### src/hdl/acf_pkg.sv
// Package for the autocorrelation pitch detector: widths, register indexes and types.
// No dependencies; acf_if, acf_div and the top level import it.
`timescale 1ns / 1ps
package acf_pkg;
  localparam int FrameDepth = 1024;
  localparam int AddrW      = $clog2(FrameDepth);
  localparam int CountW     = AddrW + 1;
  localparam int SampleW    = 16;
  localparam int AccW       = 48;
  localparam int RateW      = 18;
  localparam int MmsW       = 31;
  localparam int TrimW      = 15;
  localparam int FreqW      = 24;
  localparam int CfgIdxW    = 2;
  localparam int CfgDataW   = 32;

  localparam logic [CfgIdxW-1:0] REG_SAMPLE_RATE = 2'd0;
  localparam logic [CfgIdxW-1:0] REG_MIN_MS      = 2'd1;
  localparam logic [CfgIdxW-1:0] REG_TRIM        = 2'd2;

  localparam logic [FreqW-1:0] FreqMax = {FreqW{1'b1}};

  // Divider request/response between the sequencer and the shared divider
  typedef struct packed {
    logic          start;
    logic [63:0]   num;
    logic [63:0]   den;
  } div_req_t;

  typedef struct packed {
    logic          done;
    logic [63:0]   quo;
  } div_rsp_t;
endpackage

### src/hdl/acf_div.sv
// Shared restoring divider, one quotient bit per cycle, unsigned 64/64.
// Depends on acf_pkg.
`timescale 1ns / 1ps
module acf_div (
  input  logic              clk,
  input  logic              rst_n,
  input  acf_pkg::div_req_t req,
  output acf_pkg::div_rsp_t rsp
);
  import acf_pkg::*;

  logic        busy_r;
  logic        done_r;
  logic [6:0]  cnt_r;
  logic [63:0] q_r;
  logic [63:0] d_r;
  logic [64:0] rem_r;
  logic [64:0] trial;

  assign trial = {rem_r[63:0], q_r[63]} - {1'b0, d_r};

  always_ff @(posedge clk) begin
    if (!rst_n) begin
      busy_r <= 1'b0;
      done_r <= 1'b0;
    end else begin
      done_r <= 1'b0;
      if (req.start) begin
        busy_r <= 1'b1;
        cnt_r  <= 7'd0;
        q_r    <= req.num;
        d_r    <= req.den;
        rem_r  <= '0;
      end else if (busy_r) begin
        // shift in one numerator bit, subtract when it fits
        if (!trial[64]) begin
          rem_r <= trial;
          q_r   <= {q_r[62:0], 1'b1};
        end else begin
          rem_r <= {rem_r[63:0], q_r[63]};
          q_r   <= {q_r[62:0], 1'b0};
        end
        cnt_r <= cnt_r + 7'd1;
        if (cnt_r == 7'd63) begin
          busy_r <= 1'b0;
          done_r <= 1'b1;
        end
      end
    end
  end
  assign rsp.done = done_r;
  assign rsp.quo  = q_r;

`ifndef NO_ASSERTIONS
  a_no_restart: assert property (@(posedge clk) disable iff (!rst_n)
    busy_r |-> !req.start) else $error("divider restarted while busy");
  a_done_after_busy: assert property (@(posedge clk) disable iff (!rst_n)
    rsp.done |-> $past(busy_r)) else $error("done without work");
  a_done_ends: assert property (@(posedge clk) disable iff (!rst_n)
    rsp.done |-> !busy_r) else $error("busy after done");
`endif
endmodule

### config.mk
export PLATFORM = sky130hd
export DESIGN_NAME = acf_div
export DESIGN_NICKNAME = d
export VERILOG_FILES = /design/src/hdl/acf_pkg.sv /design/src/hdl/acf_div.sv
export SDC_FILE = /design/constraint.sdc
export NUM_CORES = 1
export LEC_CHECK = 0
export BUFFER_PORTS_ARGS = -buffer_cell sky130_fd_sc_hd__buf_2
export CAP_MARGIN = 40
export CORE_MARGIN = 5
export CORE_UTILIZATION = 45
export CTS_BUF_LIST = sky130_fd_sc_hd__clkbuf_2 sky130_fd_sc_hd__clkbuf_4 sky130_fd_sc_hd__clkbuf_8
export CTS_CLUSTER_SIZE = 16
export DETAILED_ROUTE_END_ITERATION = 8
export PLACE_DENSITY = 0.68
export SLEW_MARGIN = 40
export SYNTH_ARGS = -nofsm -noshare
export SYNTH_HDL_FRONTEND = slang
export SYNTH_SLANG_ARGS = --single-unit
export TNS_END_PERCENT = 30
### constraint.sdc
create_clock -name clk -period 5.1 [get_ports clk]
set_input_delay 1.02 -clock clk [delete_from_list [all_inputs] [get_ports clk]]
set_output_delay 1.02 -clock clk [all_outputs]
set_load 0.02 [all_outputs]
==> impl_metrics.toml <==
[outcome]
status = "complete, no violations"

[synth]
ys_async_sr_fraction_pct = 0
synth_cells = 1128
synth_ff_type = "edfxtp_1"
synth.cell_area_um2 = 12200
synth_cell_types = 69
ys_seq_elements = 201
syn-num-nets = 1325
yosysSeqAreaShare_pct = 49.3
synth_edf_count = 199
avgSynthCellArea_um2 = 10.8
yosys_warnings = 0

[critical_path]
cp_top_family = "compound AO/OA/AOI/OAI gates"
end_kind = "flop"
cp_cell_sequence = "inv_1 -> ha_1 -> fa_1 -> nand2b_1 -> a21oi_1 -> o21ai_1 -> a311oi_2 -> nor3_2 -> o2111ai_2 -> a32oi_1 -> a21boi_4 -> buf_4 -> inv_2 -> o41ai_1"
worstPathArrival_ns = 4.20
critPathRequiredTime_ns = 5.44
slowest_stage = "buf_4"
slowest_delay_ns = 0.50
path_buf_inv = 3
worstSetupStartpointType = "flop"
critPathMaxFanout = 35
critPathKind = "flop to flop"

[final_layout]
nets = 1515
area_growth_pct = 16.8
layout-drive-gt1-share_pct = 25.9
fillCellCount = 2414
ff_latch_area_um2 = 6020
instances_no_fill = 1687
multiInputGateArea_um2 = 5650
antennaDiodeCount = 0

[power]
leakage_nw = 5.98
pwr_density_cell_nw_per_um2 = 365
peakVddDrop_uv = 224

[timing]
setup-violations-final = 0
hold_violations = 0
fin_crit_ns = 3.85
slew_headroom_pct = 43.0
holdWs_ns = 0.455
clock_skew_ns = 0.0218
fmax_ghz = 0.260
rsz0062_at_grt = "no"
drv_slew = 0
tightest_slew_ns = 0.855
setup_tns_ns = 0
fin_crit_sh_pct = 75.6

[die]
dieArea_um2 = 30500
chipHeight_um = 175
die_w_um = 175
ios = 196
initial_core_util_pct = 45.6
core-area_um2 = 26800
rows = 60

[clocking]
cts_num_sinks = 201
cts_resized = 0
cts.clk_slew.worst_paths_ns = 0.06
clkLatencyLatePin_ns = 0.55
cts_tree = "done"
h-tree-depth = 2
cts_setup_buffers = 0
cts_inserted_buffers = 38
clockRootBuffer = "clkbuf_8"
clk_path_buf_depth = 3
holdBufCountCts = 0

[place]
gp_congestion = 0.924
place_hpwl_um = 22200
io_buffers = 195
dp_cells = 1619

[detailed_routing]
drt_iter0_markers = 491
vias = 9410
via_per_inst = 5.58
routedWlPerCell_um = 17.9
ant_nets = 0
dr.pass1.iters = 5
drc = 0
wirelength_um = 30200

[global_routing]
grt_start_max_net_pins = 137
grt-ovfl-total = 0
grt_pass1_wl_um = 48600
antenna_found_initial = 4
grt_pass1_vias = 9659
grt.total_usage_pct = 19.3

[hold_path]
hold_class = "flop to flop"

[run]
drv_cap = 0
## cells in the final DEF, fill, tap and decap left out, types with 4 or more instances in the layout
master | synthesis | layout
and2_1 | 9 | 8
a21boi_0 | 7 | 7
buf_2 | 6 | 194
clkinv_2 | 0 | 4
nand2b_1 | 7 | 7
edfxtp_1 | 199 | 199
o21a_1 | 11 | 10
o21ai_1 | 6 | 6
o211ai_1 | 6 | 6
o21ai_0 | 46 | 46
buf_4 | 2 | 6
nand3_1 | 15 | 15
clkinv_1 | 0 | 4
xor2_1 | 23 | 23
or3b_1 | 4 | 4
nor2b_1 | 8 | 8
mux2_2 | 63 | 63
a21oi_1 | 92 | 92
ha_1 | 65 | 65
nor3b_1 | 4 | 4
o31ai_1 | 8 | 8
a31oi_1 | 7 | 7
a21o_1 | 28 | 28
a211oi_1 | 9 | 9
mux2i_1 | 50 | 50
nor3_1 | 15 | 15
inv_1 | 83 | 83
xnor2_1 | 34 | 34
nor2_1 | 106 | 106
bufinv_16 | 0 | 4
nand2_1 | 68 | 68
clkbuf_4 | 0 | 15
o21bai_1 | 15 | 15
o41ai_1 | 4 | 4
or2_2 | 4 | 4
clkbuf_8 | 0 | 38
nand4_1 | 27 | 27
or3_1 | 7 | 7
## flip-flops by register name, indices dropped and copies added, names as in the netlist
register / count
rem_r: 64
q_r: 64
busy_r: 1
done_r: 1
cnt_r: 7
d_r: 64
## synth_stat cells, types with 5 or more instances
| cell | instances | share of area (%) |
|---|---|---|
| nor2b_1 | 8 | 0.41 |
| clkbuf_1 | 37 | 1.1 |
| nand4_1 | 27 | 1.4 |
| o31ai_1 | 8 | 0.49 |
| a21o_1 | 28 | 1.7 |
| nand3_1 | 15 | 0.61 |
| mux2i_1 | 50 | 4.1 |
| o21ai_1 | 6 | 0.25 |
| xnor2_1 | 34 | 2.4 |
| o211ai_1 | 6 | 0.37 |
| inv_1 | 83 | 2.6 |
| and2_1 | 9 | 0.46 |
| o21ai_0 | 46 | 1.9 |
| a21boi_0 | 7 | 0.43 |
| o21bai_1 | 15 | 0.92 |
| ha_1 | 65 | 6.7 |
| buf_2 | 6 | 0.25 |
| a21oi_1 | 92 | 3.8 |
| nand2b_1 | 7 | 0.36 |
| buf_6 | 5 | 0.46 |
| or3_1 | 7 | 0.36 |
| a211oi_1 | 9 | 0.55 |
| nor3_1 | 15 | 0.61 |
| nand2_1 | 68 | 2.1 |
| nor2_1 | 106 | 3.3 |
| a31oi_1 | 7 | 0.36 |
| mux2_2 | 63 | 5.8 |
| edfxtp_1 | 199 | 49 |
| o21a_1 | 11 | 0.68 |
| xor2_1 | 23 | 1.6 |
## cells by family (layout without fill, tap and decap cells)
group | after synthesis | in the layout | share of synthesized area, %
AND/OR/NAND/NOR | 281 | 281 | 10.8
AO/OA/AOI/OAI | 275 | 275 | 14.6
flip-flops | 201 | 201 | 49.3
buffers and inverters | 135 | 353 | 4.58
multiplexers | 113 | 113 | 9.91
adder cells (fa/ha/maj) | 66 | 66 | 6.83
XOR/XNOR | 57 | 57 | 4.09
## final cells by class
cell class | count | share of cell area (%)
flip-flops and latches | 201 | 42.2
clock buffers | 53 | 4.46
inverters | 84 | 2.21
well taps | 341 | 2.99
repair buffers | 201 | 7.26
clock inverters | 15 | 1.29
multi-input cells | 792 | 39.6
## routing by layer
metal | share of wire [%] | track usage, %
met1 | 43 | 24.8
met2 | 46 | 31.5
met3 | 8.4 | 6.38
met4 | 2.1 | 5.50
met5 | 0.20 | 0
## final timing paths
check             startpoint         to  slack (ns)  cells after the start
hold reg to reg       busy_r     done_r        0.45                      2
hold / removal        busy_r     done_r        0.45                      2
setup / recovery     q_r[63]  rem_r[54]        1.25                     14
setup reg to reg     q_r[63]  rem_r[54]        1.25                     14
## per-stage QoR
stage | total power, mW | utilization (%) | area [um^2] | worst slack (ns)
after CTS | 5.27 | 53.2 | 14300 | 1.21
after global placement | 3.49 | 50.2 | 13400 | 1.40
final | 5.21 | 53.2 | 14300 | 1.25
after floorplan | 3.17 | - | 12200 | 0.211
after detailed placement | 3.52 | 50.2 | 13400 | 1.23
after global routing | 5.51 | 53.2 | 14300 | 0.903
## worst reg2reg max path, delay by kind of cell (launching register included)
kind	cells	cell delay (ns)
AOI/OAI and AO/OA	7	1.52
adders and majority gates	2	0.41
buffers and inverters	3	0.79
DFF	1	0.38
and+or+nand+nor	2	0.59
## power by group
group          total [mW]  switching, mW  internal [mW]
clock network        1.72          0.708           1.02
logic                1.42          0.843          0.580
registers            2.07         0.0642           2.00
total                5.21           1.61           3.60
(Power assumes the default switching activity.)
